### config.mk
export PLATFORM = sky130hd
export DESIGN_NAME = led_dimmer_slew_pwm_top
export DESIGN_NICKNAME = d
export VERILOG_FILES = /design/src/design/ldsp_pkg.sv /design/src/design/ldsp_mdu.sv /design/src/design/led_dimmer_slew_pwm_top.sv
export SDC_FILE = /design/constraint.sdc
export NUM_CORES = 1
export LEC_CHECK = 0
export BUFFER_PORTS_ARGS = -buffer_cell sky130_fd_sc_hd__buf_2
export CAP_MARGIN = 20
export CELL_PAD_IN_SITES_DETAIL_PLACEMENT = 2
export CELL_PAD_IN_SITES_GLOBAL_PLACEMENT = 2
export CORE_ASPECT_RATIO = 1.5
export CORE_MARGIN = 1
export CORE_UTILIZATION = 43
export CTS_CLUSTER_SIZE = 30
export DETAILED_ROUTE_END_ITERATION = 8
export GPL_ROUTABILITY_DRIVEN = 0
export PLACE_DENSITY_LB_ADDON = 0.1
export SYNTH_ARGS = -nofsm -noshare
export SYNTH_HDL_FRONTEND = slang
export SYNTH_SLANG_ARGS = --single-unit
### constraint.sdc
create_clock -name clk -period 11.86 [get_ports clk]
set_input_delay 1.779 -clock clk [delete_from_list [all_inputs] [get_ports clk]]
set_output_delay 1.779 -clock clk [all_outputs]
set_load 0.02 [all_outputs]
### src/design/ldsp_pkg.sv
// ----------------------------------------------------------------------------
// ldsp_pkg: shared types and constants for the LED slew/PWM dimmer
// Fixed field widths, register indexes, reset values, multiply/divide opcodes.
// ----------------------------------------------------------------------------
package ldsp_pkg;

  // level is unsigned Q0.16 with one extra bit so that 1.0 is representable
  localparam int LVL_W       = 17;
  localparam int FRAC_W      = 16;
  localparam int PCT_W       = 7;
  localparam int MS_W        = 16;
  localparam int CFG_IDX_W   = 3;
  localparam int CFG_DATA_W  = 16;

  localparam logic [LVL_W-1:0] FULL_LEVEL = 17'd65536;
  localparam logic [LVL_W-1:0] SNAP_LSB   = 17'd66;
  localparam logic [LVL_W-1:0] OFF_LSB    = 17'd66;

  localparam int MAX_STEP_MS_DEF = 100;

  // target = (pct * 2^16 + 50) / 100
  localparam logic [PCT_W-1:0] PCT_MAX     = 7'd100;
  localparam int               TGT_DIVISOR = 100;
  localparam int               TGT_ROUND   = 50;
  localparam int               TGT_NUM_W   = 23;

  // same target by reciprocal: (pct * ceil(2^32/100) + 2^15) >> 16,
  // exact for pct 0..100
  localparam int               TGT_RECIP   = 42949673;
  localparam int               TGT_SHIFT   = 16;

  // smoothstep: (x^2 * (3*2^16 - 2x) + 2^15) >> 16, then * period >> 32
  localparam int SS_K       = 196608;
  localparam int SS_K_W     = 18;
  localparam int SQ_W       = 33;
  localparam int SS_SHIFT   = 16;
  localparam int CMP_SHIFT  = 32;

  // multiplier operand width of the shared unit
  localparam int MDU_B_W    = 18;

  // register reset values
  localparam logic              EN_RST      = 1'b0;
  localparam logic [PCT_W-1:0]  PCT_RST     = 7'd100;
  localparam logic [MS_W-1:0]   ATTACK_RST  = 16'd1400;
  localparam logic [MS_W-1:0]   RELEASE_RST = 16'd2200;
  localparam logic [MS_W-1:0]   PERIOD_RST  = 16'd65535;
  localparam logic              ALOW_RST    = 1'b1;

  typedef enum logic [CFG_IDX_W-1:0] {
    REG_ENABLED    = 3'd0,
    REG_BRIGHTNESS = 3'd1,
    REG_ATTACK     = 3'd2,
    REG_RELEASE    = 3'd3,
    REG_PERIOD     = 3'd4,
    REG_ACTIVE_LOW = 3'd5
  } cfg_reg_t;

  typedef enum logic {
    ACT_TICK      = 1'b0,
    ACT_FORCE_OFF = 1'b1
  } action_t;

  typedef enum logic {
    MDU_MUL = 1'b0,
    MDU_DIV = 1'b1
  } mdu_op_t;

  typedef struct packed {
    logic    start;
    mdu_op_t op;
  } mdu_req_t;

endpackage

### src/design/ldsp_mdu.sv
// ----------------------------------------------------------------------------
// ldsp_mdu: iterative multiply/divide unit
// Radix-2 shift-add multiply and restoring divide on one shared adder.
// ----------------------------------------------------------------------------
module ldsp_mdu
  import ldsp_pkg::*;
#(
  parameter int A_W = 33,
  parameter int B_W = 18,
  parameter int Q_W = 25
) (
  input  logic               clk,
  input  logic               rst_n,
  input  mdu_req_t           req,
  input  logic [A_W-1:0]     opnd_a,
  input  logic [B_W-1:0]     opnd_b,
  output logic               done,
  output logic [A_W+B_W-1:0] result
);

  localparam int N_MAX = (B_W > Q_W) ? B_W : Q_W;
  localparam int CNT_W = $clog2(N_MAX + 1);

  typedef enum logic {M_IDLE, M_RUN} mstate_t;

  mstate_t          st_r;
  mdu_op_t          op_r;
  logic [A_W:0]     hi_r;
  logic [B_W-1:0]   lo_r;
  logic [A_W-1:0]   a_r;
  logic [B_W-1:0]   b_r;
  logic [CNT_W-1:0] cnt_r;
  logic             done_r;

  logic [B_W:0]     trial;
  logic [A_W+1:0]   add_a;
  logic [A_W+1:0]   add_b;
  logic [A_W+1:0]   sum;
  logic             ge;

  // div: lo_r is the partial remainder, hi_r shifts the dividend out MSB first
  assign trial = {lo_r, hi_r[Q_W-1]};

  always_comb begin
    if (op_r == MDU_MUL) begin
      add_a = {1'b0, hi_r};
      add_b = lo_r[0] ? {2'b00, a_r} : '0;
      sum   = add_a + add_b;
    end else begin
      add_a = {(A_W+1-B_W)'(0), trial};
      add_b = {1'b0, ~{(A_W+1-B_W)'(0), b_r}};
      sum   = add_a + add_b + (A_W+2)'(1);
    end
  end

  assign ge = sum[A_W+1];

  always_ff @(posedge clk) begin
    if (!rst_n) begin
      st_r   <= M_IDLE;
      cnt_r  <= '0;
      done_r <= 1'b0;
    end else begin
      done_r <= 1'b0;
      unique case (st_r)
        M_IDLE: begin
          if (req.start) begin
            op_r <= req.op;
            a_r  <= opnd_a;
            b_r  <= opnd_b;
            st_r <= M_RUN;
            if (req.op == MDU_MUL) begin
              hi_r  <= '0;
              lo_r  <= opnd_b;
              cnt_r <= CNT_W'(B_W);
            end else begin
              hi_r  <= {1'b0, opnd_a};
              lo_r  <= '0;
              cnt_r <= CNT_W'(Q_W);
            end
          end
        end
        M_RUN: begin
          if (op_r == MDU_MUL) begin
            hi_r <= {1'b0, sum[A_W:1]};
            lo_r <= {sum[0], lo_r[B_W-1:1]};
          end else begin
            hi_r <= {hi_r[A_W-1:0], ge};
            lo_r <= ge ? sum[B_W-1:0] : trial[B_W-1:0];
          end
          cnt_r <= cnt_r - CNT_W'(1);
          if (cnt_r == CNT_W'(1)) begin
            done_r <= 1'b1;
            st_r   <= M_IDLE;
          end
        end
        default: st_r <= M_IDLE;
      endcase
    end
  end

  assign done   = done_r;
  assign result = (op_r == MDU_MUL) ? {hi_r[A_W-1:0], lo_r}
                                    : (A_W+B_W)'(hi_r[Q_W-1:0]);

endmodule

### src/design/led_dimmer_slew_pwm_top.sv
// ----------------------------------------------------------------------------
// led_dimmer_slew_pwm_top: exponential slew LED dimmer with smoothstep PWM
// Moves a Q0.16 level toward the brightness target and emits a PWM compare.
// ----------------------------------------------------------------------------
// Tick with nonzero time constant: target, step multiply, step divide, then the
//   smoothstep compare; zero time constant skips the step; force off skips both.
// One transaction in flight; the next is taken the cycle after the result is
//   registered. Each step waits on the bit-serial multiply/divide unit.
// Reset (synchronous, rst_n low): level 0, registers to their defaults, idle.
// ----------------------------------------------------------------------------
module led_dimmer_slew_pwm_top
  import ldsp_pkg::*;
#(
  parameter int MAX_STEP_MS = MAX_STEP_MS_DEF
) (
  input  logic                  clk,
  input  logic                  rst_n,
  // input channel
  input  logic                  in_valid,
  output logic                  in_stall,
  input  logic                  in_action,
  input  logic [MS_W-1:0]       in_elapsed_ms,
  // result channel
  output logic                  out_valid,
  input  logic                  out_stall,
  output logic [MS_W-1:0]       out_compare_value,
  output logic                  out_is_off,
  output logic [LVL_W-1:0]      out_level_out,
  // configuration writes
  input  logic                  cfg_valid,
  output logic                  cfg_ready,
  input  logic [CFG_IDX_W-1:0]  cfg_index,
  input  logic [CFG_DATA_W-1:0] cfg_data
);

  // dt width, divider quotient width, multiplicand width, product width
  localparam int DT_W  = $clog2(MAX_STEP_MS + 1);
  localparam int NUM_W = LVL_W + DT_W + 1;
  localparam int Q_W   = (NUM_W > TGT_NUM_W) ? NUM_W : TGT_NUM_W;
  localparam int A_W   = (Q_W > SQ_W) ? Q_W : SQ_W;
  localparam int B_W   = MDU_B_W;
  localparam int P_W   = A_W + B_W;

  // Sequencer. Each *_W state waits on the shared unit; the state before it
  // issues the request.
  typedef enum logic [3:0] {
    S_IDLE, S_TGT, S_TGT_W, S_SETUP, S_MUL, S_MUL_W, S_DIV, S_DIV_W,
    S_APPLY, S_SQ, S_SQ_W, S_CUBE, S_CUBE_W, S_PER, S_PER_W, S_OUT
  } state_t;

  state_t            state_r;

  // configuration registers
  logic              en_r;
  logic [PCT_W-1:0]  pct_r;
  logic [MS_W-1:0]   attack_r;
  logic [MS_W-1:0]   release_r;
  logic [MS_W-1:0]   period_r;
  logic              alow_r;

  // working state
  logic [LVL_W-1:0]  level_r;
  logic [LVL_W-1:0]  target_r;
  logic [LVL_W-1:0]  mag_r;
  logic [LVL_W-1:0]  den_r;
  logic [DT_W-1:0]   dt_r;
  logic              rising_r;
  logic [P_W-1:0]    acc_r;

  // result register
  logic              out_valid_r;
  logic [MS_W-1:0]   cmp_r;
  logic              off_r;
  logic [LVL_W-1:0]  lvl_out_r;

  // shared unit hookup
  mdu_req_t          mdu_req;
  logic [A_W-1:0]    mdu_a;
  logic [B_W-1:0]    mdu_b;
  logic              mdu_done;
  logic [P_W-1:0]    mdu_result;

  ldsp_mdu #(
    .A_W (A_W),
    .B_W (B_W),
    .Q_W (Q_W)
  ) u_mdu (
    .clk    (clk),
    .rst_n  (rst_n),
    .req    (mdu_req),
    .opnd_a (mdu_a),
    .opnd_b (mdu_b),
    .done   (mdu_done),
    .result (mdu_result)
  );

  logic              in_acc;
  logic              out_free;
  logic [DT_W-1:0]   dt_sat;
  logic [PCT_W-1:0]  pct_wr;

  logic [P_W-1:0]    tgt_rnd;

  logic              rising;
  logic [MS_W-1:0]   tau;
  logic [LVL_W-1:0]  mag;
  logic [LVL_W-1:0]  den;

  logic [Q_W-1:0]    step_num;
  logic [LVL_W-1:0]  step;
  logic [LVL_W-1:0]  moved;
  logic [LVL_W-1:0]  snap_gap;
  logic [LVL_W-1:0]  lvl_new;

  logic [SS_K_W-1:0] ss_mul;
  logic [P_W-1:0]    ss_rnd;
  logic [P_W-1:0]    cmp_rnd;
  logic [LVL_W-1:0]  cmp_raw;
  logic [MS_W-1:0]   cmp_sat;
  logic [MS_W-1:0]   cmp_fin;

  assign in_stall  = (state_r != S_IDLE);
  assign in_acc    = in_valid && !in_stall;
  assign cfg_ready = 1'b1;
  assign out_free  = !out_valid_r || !out_stall;

  // elapsed time is clamped to the longest step
  assign dt_sat = (in_elapsed_ms > MS_W'(MAX_STEP_MS)) ? DT_W'(MAX_STEP_MS)
                                                       : in_elapsed_ms[DT_W-1:0];
  assign pct_wr = (cfg_data[PCT_W-1:0] > PCT_MAX) ? PCT_MAX : cfg_data[PCT_W-1:0];

  // target = round(pct * 2^16 / 100) by reciprocal multiply, rounded shift
  assign tgt_rnd = mdu_result + (P_W'(1) << (TGT_SHIFT - 1));

  // direction and time constant; rising includes target == level
  assign rising = (target_r >= level_r);
  assign tau    = rising ? attack_r : release_r;
  assign mag    = rising ? (target_r - level_r) : (level_r - target_r);
  assign den    = LVL_W'(tau) + LVL_W'(dt_r);

  // rounded numerator of the step division
  assign step_num = acc_r[Q_W-1:0] + Q_W'(den_r >> 1);

  // apply the step, then snap onto the target when close enough
  assign step     = (acc_r[Q_W-1:0] > Q_W'(mag_r)) ? mag_r : acc_r[LVL_W-1:0];
  assign moved    = rising_r ? (level_r + step) : (level_r - step);
  assign snap_gap = rising_r ? (target_r - moved) : (moved - target_r);
  always_comb begin
    lvl_new = (snap_gap < SNAP_LSB) ? target_r : moved;
    if (lvl_new > FULL_LEVEL) begin
      lvl_new = FULL_LEVEL;
    end
  end

  // smoothstep pieces
  assign ss_mul  = SS_K_W'(SS_K) - {level_r, 1'b0};
  assign ss_rnd  = acc_r + (P_W'(1) << (SS_SHIFT - 1));
  assign cmp_rnd = acc_r + (P_W'(1) << (CMP_SHIFT - 1));
  assign cmp_raw = cmp_rnd[CMP_SHIFT +: LVL_W];
  assign cmp_sat = (cmp_raw > LVL_W'(period_r)) ? period_r : cmp_raw[MS_W-1:0];
  assign cmp_fin = alow_r ? (period_r - cmp_sat) : cmp_sat;

  // request mux for the shared unit
  always_comb begin
    mdu_req.start = 1'b0;
    mdu_req.op    = MDU_MUL;
    mdu_a         = '0;
    mdu_b         = '0;
    unique case (state_r)
      S_TGT: begin
        mdu_req.start = 1'b1;
        mdu_a         = A_W'(TGT_RECIP);
        mdu_b         = B_W'(pct_r);
      end
      S_MUL: begin
        mdu_req.start = 1'b1;
        mdu_a         = A_W'(mag_r);
        mdu_b         = B_W'(dt_r);
      end
      S_DIV: begin
        mdu_req.start = 1'b1;
        mdu_req.op    = MDU_DIV;
        mdu_a         = A_W'(step_num);
        mdu_b         = B_W'(den_r);
      end
      S_SQ: begin
        mdu_req.start = 1'b1;
        mdu_a         = A_W'(level_r);
        mdu_b         = B_W'(level_r);
      end
      S_CUBE: begin
        mdu_req.start = 1'b1;
        mdu_a         = acc_r[A_W-1:0];
        mdu_b         = B_W'(ss_mul);
      end
      S_PER: begin
        mdu_req.start = 1'b1;
        mdu_a         = ss_rnd[SS_SHIFT +: A_W];
        mdu_b         = B_W'(period_r);
      end
      default: begin
      end
    endcase
  end

  always_ff @(posedge clk) begin
    if (!rst_n) begin
      state_r     <= S_IDLE;
      en_r        <= EN_RST;
      pct_r       <= PCT_RST;
      attack_r    <= ATTACK_RST;
      release_r   <= RELEASE_RST;
      period_r    <= PERIOD_RST;
      alow_r      <= ALOW_RST;
      level_r     <= '0;
      out_valid_r <= 1'b0;
    end else begin
      if (out_valid_r && !out_stall) begin
        out_valid_r <= 1'b0;
      end

      // register writes; unknown indexes fall through
      if (cfg_valid && cfg_ready) begin
        unique case (cfg_reg_t'(cfg_index))
          REG_ENABLED:    en_r      <= cfg_data[0];
          REG_BRIGHTNESS: pct_r     <= pct_wr;
          REG_ATTACK:     attack_r  <= cfg_data;
          REG_RELEASE:    release_r <= cfg_data;
          REG_PERIOD:     period_r  <= cfg_data;
          REG_ACTIVE_LOW: alow_r    <= cfg_data[0];
          default: begin
          end
        endcase
      end

      unique case (state_r)
        S_IDLE: begin
          if (in_acc) begin
            dt_r <= dt_sat;
            if (action_t'(in_action) == ACT_FORCE_OFF) begin
              // level 0 through the normal compare path gives the off value
              en_r    <= 1'b0;
              level_r <= '0;
              state_r <= S_SQ;
            end else begin
              state_r <= S_TGT;
            end
          end
        end
        S_TGT:   state_r <= S_TGT_W;
        S_TGT_W: begin
          if (mdu_done) begin
            target_r <= en_r ? tgt_rnd[TGT_SHIFT +: LVL_W] : '0;
            state_r  <= S_SETUP;
          end
        end
        S_SETUP: begin
          rising_r <= rising;
          mag_r    <= mag;
          den_r    <= den;
          if (tau == '0) begin
            level_r <= target_r;
            state_r <= S_SQ;
          end else begin
            state_r <= S_MUL;
          end
        end
        S_MUL:   state_r <= S_MUL_W;
        S_MUL_W: begin
          if (mdu_done) begin
            acc_r   <= mdu_result;
            state_r <= S_DIV;
          end
        end
        S_DIV:   state_r <= S_DIV_W;
        S_DIV_W: begin
          if (mdu_done) begin
            acc_r   <= mdu_result;
            state_r <= S_APPLY;
          end
        end
        S_APPLY: begin
          level_r <= lvl_new;
          state_r <= S_SQ;
        end
        S_SQ:    state_r <= S_SQ_W;
        S_SQ_W: begin
          if (mdu_done) begin
            acc_r   <= mdu_result;
            state_r <= S_CUBE;
          end
        end
        S_CUBE:  state_r <= S_CUBE_W;
        S_CUBE_W: begin
          if (mdu_done) begin
            acc_r   <= mdu_result;
            state_r <= S_PER;
          end
        end
        S_PER:   state_r <= S_PER_W;
        S_PER_W: begin
          if (mdu_done) begin
            acc_r   <= mdu_result;
            state_r <= S_OUT;
          end
        end
        S_OUT: begin
          // hold here until the result register is free
          if (out_free) begin
            out_valid_r <= 1'b1;
            cmp_r       <= cmp_fin;
            off_r       <= (level_r <= OFF_LSB);
            lvl_out_r   <= level_r;
            state_r     <= S_IDLE;
          end
        end
        default: state_r <= S_IDLE;
      endcase
    end
  end

  assign out_valid         = out_valid_r;
  assign out_compare_value = cmp_r;
  assign out_is_off        = off_r;
  assign out_level_out     = lvl_out_r;

`ifndef ASSERT_OFF
  // the shared unit only finishes work that the sequencer is waiting for
  a_done_busy: assert property (@(posedge clk) disable iff (!rst_n)
    mdu_done |-> (state_r != S_IDLE))
    else $error("multiply/divide completion while sequencer idle");

  // level stays within 0..1.0
  a_level_range: assert property (@(posedge clk) disable iff (!rst_n)
    level_r <= FULL_LEVEL)
    else $error("level above full scale");

  // a new result only ever comes from the output state
  a_out_src: assert property (@(posedge clk) disable iff (!rst_n)
    $rose(out_valid_r) |-> $past(state_r == S_OUT))
    else $error("result raised outside output state");

  // an accepted transaction closes the input until its result is out
  a_busy_after_acc: assert property (@(posedge clk) disable iff (!rst_n)
    in_acc |=> in_stall)
    else $error("input open right after accepting a transaction");
`endif

endmodule
== Word-level counts from Yosys, hierarchy flattened ==
Cells that the tools add are included.

* Add/subtract/negate cells: 17
* $lt $le $gt $ge: 8
* Eq/ne operators: 32
* Mux-type cells: 56
* Bitwise operators: 2
* Reduce and logical (&&, ||, !) cells: 28

{| class="wikitable"
|+ Operators with widths
! operator !! number
|-
| $pmux 33 s6 || 1
|-
| $mux 17 || 9
|-
| $pmux 18 s6 || 1
|-
| $sub 17x17->17 || 5
|-
| $mux 18 || 4
|-
| $mux 34 || 2
|-
| $pmux 34 s2 || 1
|-
| $mux 33 || 2
|-
| $pmux 4 s16 || 1
|-
| $pmux 17 s3 || 1
|-
| $add 49x16->49 const B || 1
|-
| $add 49x32->49 const B || 1
|-
| $mux 49 || 1
|-
| $mux 16 || 3
|-
| $mux 4 || 11
|-
| $pmux 18 s2 || 1
|-
| $add 19x34->35 || 1
|-
| $add 34x33->35 || 1
|-
| $add 35x1->35 const B || 1
|-
| $mux 35 || 1
|-
| $not 18->34 || 1
|-
| $add 33x16->33 const B || 1
|-
| $eq 4x4->1 const B || 8
|-
| $add 25x16->25 || 1
|-
| 42 further kinds || 83
|}

* Bits in registers: 332
* Input bits: 41
* Output and inout bits: 37
* Word-level logic and storage cells: 169

== Depth between registers and ports, before layout ==
* Depth in word-level cells: 11
* Gate-level depth with buffers: 34
* Mapped depth without buffers: 33

== Hierarchy ==
From an unflattened synthesis, not the netlist that was laid out.

* Cells, all modules: 3005
* Area total of the unflattened synthesis: 26344.0 um2

{| class="wikitable"
|+ Modules (own cells, without submodules)
! module !! times used !! cells each !! area each (um2) !! sequential area each (um2)
|-
| led_dimmer_slew_pwm_top || 1 || 2170 || 18413.9 || 5845.6
|-
| ldsp_mdu || 1 || 835 || 7930.1 || 3263.1
|}

== Worst setup path before layout ==
OpenSTA, ideal clock, no wires.

* Kind: register to register
* Start point: register acc_r[8]
* End point: register level_r[13]
* Library setup time: 0.083 ns
* Arrival time: 6.806 ns
* Required time: 11.777 ns
* Path slack: 4.972 ns
* Cell stages (with the launch flop): 32
* Path buffers: 4
* Clock period less this slack: 6.888 ns
* Path through: edfxtp_1 ha_1 a211oi_1 o21ai_0 o221ai_1 o211ai_2 o21ai_4 clkbuf_1 clkbuf_1 clkbuf_1 nor2_1 a21oi_1 xnor2_1 ha_1 a21oi_1 o22ai_1 a21o_1 or3_1 inv_1 ha_1 clkbuf_1 a21o_1 a21o_1 a221o_1 a2111oi_0 or3_1 a21o_1 xor2_1 nand4_1 nor4_1 o21ai_1 o221ai_1

* Cells in the longest elaborated chain, start to end: 11
* Elaborated cells on any way between the ends: 13
* Classes of those cells: add/sub: 4; order compare: 3; mux: 6

{| class="wikitable"
|+ Ends and longest elaborated chain
! element !! line !! text
|-
| start: declaration || led_dimmer_slew_pwm_top.sv:68 || <nowiki>logic [P_W-1:0] acc_r;</nowiki>
|-
| start signal: assignment || led_dimmer_slew_pwm_top.sv:271 || <nowiki>acc_r <= mdu_result;</nowiki>
|-
| start signal: assignment || led_dimmer_slew_pwm_top.sv:278 || <nowiki>acc_r <= mdu_result;</nowiki>
|-
| start signal: assignment || led_dimmer_slew_pwm_top.sv:289 || <nowiki>acc_r <= mdu_result;</nowiki>
|-
| $gt 25x17->1 || led_dimmer_slew_pwm_top.sv:145 || <nowiki>assign step = (acc_r[Q_W-1:0] > Q_W'(mag_r)) ? mag_r : acc_r[LVL_W-1:0];</nowiki>
|-
| $mux 17 * || led_dimmer_slew_pwm_top.sv:145 ||
|-
| $sub 17x17->17 or $add 17x17->17 (tied branches) || led_dimmer_slew_pwm_top.sv:146 || <nowiki>assign moved = rising_r ? (level_r + step) : (level_r - step);</nowiki>
|-
| $mux 17 * || led_dimmer_slew_pwm_top.sv:146 ||
|-
| $sub 17x17->17 || led_dimmer_slew_pwm_top.sv:147 || <nowiki>assign snap_gap = rising_r ? (target_r - moved) : (moved - target_r);</nowiki>
|-
| $mux 17 || led_dimmer_slew_pwm_top.sv:147 ||
|-
| $lt 17x7->1 || led_dimmer_slew_pwm_top.sv:149 || <nowiki>lvl_new = (snap_gap < SNAP_LSB) ? target_r : moved;</nowiki>
|-
| $mux 17 * || led_dimmer_slew_pwm_top.sv:149 ||
|-
| $gt 17x17->1 || led_dimmer_slew_pwm_top.sv:150 || <nowiki>if (lvl_new > FULL_LEVEL) begin</nowiki>
|-
| $mux 17 * || led_dimmer_slew_pwm_top.sv:150 ||
|-
| $pmux 17 s3 * || led_dimmer_slew_pwm_top.sv:236 || <nowiki>unique case (state_r)</nowiki>
|-
| end signal: assignment || led_dimmer_slew_pwm_top.sv:262 || <nowiki>level_r <= target_r;</nowiki>
|-
| end signal: assignment || led_dimmer_slew_pwm_top.sv:283 || <nowiki>level_r <= lvl_new;</nowiki>
|-
| end: declaration || led_dimmer_slew_pwm_top.sv:62 || <nowiki>logic [LVL_W-1:0] level_r;</nowiki>
|}

Every way passes the cells marked *; elsewhere a longest branch is shown, timed or not.
A chain may end at the register's enable or synchronous reset.

== Worst setup path after layout ==
* Start point: register acc_r[10]
* End point: register level_r[0]

Same word-level chain as after synthesis.

==> flow_summary.toml <==
[setup_path]
max_stage_delay_ns = 0.50
endpoint_kind = "flip-flop"
crit_fanout = 12
slowest_stage = "edfxtp_1"
critPathBufInv = 2
path_class = "flip-flop to flip-flop"
crit_arrival_ns = 8.99
critical-path-top-delay-family = "compound AO/OA/AOI/OAI gates"
critical_path.most_common_cell = "ha_1"
worstSetupStartpointType = "flip-flop"
cp.required_ns = 12.38

[timing]
hold_viol = 0
setup-tns-final_ns = 0
tightest_slew_ns = 1.18
final_max_slew_viol_count = 0
fin_skew_ns = 0.0209
slew_headroom = 0.211
finalCritPeriodShare = 0.714
period_minus_slack_ns = 8.46
holdWs_ns = 0.477
rsz0062_at_grt = "no"
fmax_ghz = 0.118
setup_viol = 0

[floorplanning]
io_pins = 78
core_area_um2 = 60000
initial_core_util = 0.435
dieHeight_um = 304
fp.dieArea_um2 = 61700
rows = 110
die_w_um = 203

[clock_network]
cts-root-buf = "clkbuf_16"
cts_tree = "done"
path_clk_slew_ns = 0.07
numCtsBuffers = 39
htreeDepth = 2
clockBufferDepth = 3
clock-sinks = 332
cts_hold_buf = 0
clock_latency_ns = 0.61
ctsResizeCount = 0
postCtsSetupBuffers = 0

[logic_synthesis]
synth_seq_area_share = 0.349
yosys_most_used_dff = "edfxtp_1"
yosysWarnings = 0
syn_area_per_cell_um2 = 8.75
synth-edff-count = 246
syn_area_um2 = 26100
syn_nets = 3233
synth.area.top_cells = "edfxtp_1, ha_1, dfxtp_1"
synth_cell_types = 93
synth-seq-cells = 332
synth_top_area_share = 0.283
syn-instance-count = 2979
synthArstFlopShare = 0
yosysTopAreaCell = "edfxtp_1"

[routing]
routed_wl_um = 117000
vias = 24500
drt-initial-drc-count = 1461
drt-vias-per-instance = 6.41
ant_nets = 0
first_pass_iters = 7
drc_errors = 0
wl_per_cell_um = 30.5

[placement]
numPortBuffers = 76
hpwl_um = 89700
dpl_cell_area_um2 = 27300

[global_routing]
grt_pass1_wl_um = 174000
grt_start_max_net_pins = 74
track_usage = 0.378
overflow = 0
grt_pass1_vias = 27300
antenna_found_initial = 3

[finish]
num-nets-final = 3255
n_fill_cell = 6585
layout-drive-gt1-share = 0.0841
final_area_um2 = 28600
area_growth_pct = 9.60

[power]
ir_worst_vdd_mv = 0.110
power.net_switching_uw = 2670
internal_power_uw = 3240
switching_share = 0.452
p_leak_uw = 0.0113
combPwrFrac = 0.501
seqPwrFrac = 0.285
power_density_nw_per_um2 = 207
p_clk_frac = 0.214

[status]
status = "finished clean"

[job]
max-cap-violations = 0

[worst_hold_path]
hold_class = "flip-flop to flip-flop"
==> metrics by stage <==
step                      power, uW  cells  setup slack [ns]   util
after floorplan                3580   2979              4.97      -
after global placement         4410   3739              4.12  0.454
after detailed placement       4570   3742              3.67  0.454
after CTS                      5870   3814              3.57  0.476
after global routing           6180   3816              2.96  0.476
final                          5910   3817              3.40  0.476
==> layout make-up <==
type / instances / area [um2] / share of cell area
Antenna cell: 1 / 2.50 / 0.0000875
Inverter: 192 / 721 / 0.0252
Tap cell: 784 / 981 / 0.0343
Multi-Input combinational cell: 2314 / 15700 / 0.551
Sequential cell: 332 / 9110 / 0.319
Timing Repair Buffer: 122 / 744 / 0.0260
Clock buffer: 57 / 1080 / 0.0379
Clock inverter: 15 / 200 / 0.00700
==> power by group through the flow <==
stage	registers (uW)	logic (uW)	clock network (uW)
floorplan	1600	1970	0
global placement	1690	2720	0
detailed placement	1700	2870	0
CTS	1680	2910	1280
global route	1700	3170	1310
finish	1680	2960	1260
==> routing by layer <==
metal	global-route usage	wire [um]	vias up
met5	0	29	-
met2	0.671	58800	822
li1	-	-	10900
met4	0.288	10100	4
met3	0.0620	6020	369
met1	0.396	41600	12400
==> cells in the final DEF (no fill, tap or decap), types with 54 or more instances in the layout <==
cell type | synthesis | routed
a21oi_1 | 173 | 173
inv_1 | 190 | 190
nand3_1 | 92 | 92
xor2_1 | 74 | 74
nor2_1 | 183 | 180
nand2_1 | 342 | 342
ha_1 | 203 | 203
nor3_1 | 57 | 54
buf_2 | 11 | 78
dfxtp_1 | 86 | 85
mux2i_1 | 57 | 57
edfxtp_1 | 246 | 246
o21ai_0 | 205 | 205
and2_1 | 79 | 78
xnor2_1 | 130 | 130
==> flip-flops by register name, summed over array words and instances (netlist names), 4 cells and up <==
name	count
u_mdu.b_r	18
u_mdu.lo_r	18
u_mdu.a_r	33
u_mdu.hi_r	34
target_r	17
den_r	17
state_r	4
u_mdu.cnt_r	5
level_r	17
period_r	16
pct_r	7
mag_r	17
release_r	16
dt_r	7
out_compare_value	16
acc_r	49
attack_r	16
out_level_out	17
==> logic make-up (layout without fill, tap and decap cells) <==
group / after synthesis / in the layout / synth area share
AND/OR/NAND/NOR: 1002 / 1002 / 0.186
AO/OA/AOI/OAI: 823 / 823 / 0.212
buffers and inverters: 333 / 386 / 0.0494
flip-flops: 332 / 332 / 0.349
adder cells (fa/ha/maj): 213 / 213 / 0.105
XOR/XNOR: 207 / 207 / 0.0713
multiplexers: 68 / 68 / 0.0268
other: 1 / 2 / 0.000144
==> tightest hold or removal path, delay by kind of cell, from the launching register on <==
| family | cells | cell delay, ns |
|---|---|---|
| flip-flops | 1 | 0.31 |
| AND/OR/NAND/NOR | 2 | 0.11 |
==> path summary, 6_finish.rpt <==
check / end / slack (ns) / cells past startpoint / from
setup / recovery: level_r[0] / 3.40 / 31 / acc_r[10]
hold / removal: alow_r / 0.48 / 2 / alow_r
setup reg to reg: level_r[0] / 3.40 / 31 / acc_r[10]
hold reg to reg: alow_r / 0.48 / 2 / alow_r
==> cell usage after synthesis (all sizes together), types with 16 or more instances <==
master    n
a211oi   28
a21boi   34
a21o     38
a21oi   176
a222oi   21
a22oi    36
a31oi    22
a32oi    16
and2     79
and3     41
buf      26
clkbuf  115
dfxtp    86
edfxtp  246
ha      203
inv     192
mux2i    57
nand2   342
nand2b   26
nand3    92
nand4    28
nor2    183
nor2b    51
nor3     57
nor4     29
o211ai   36
o21a     30
o21ai   225
o21bai   26
o31ai    19
or3      28
xnor2   131
xor2     74
Note: power is estimated with default switching activity, not from simulation.
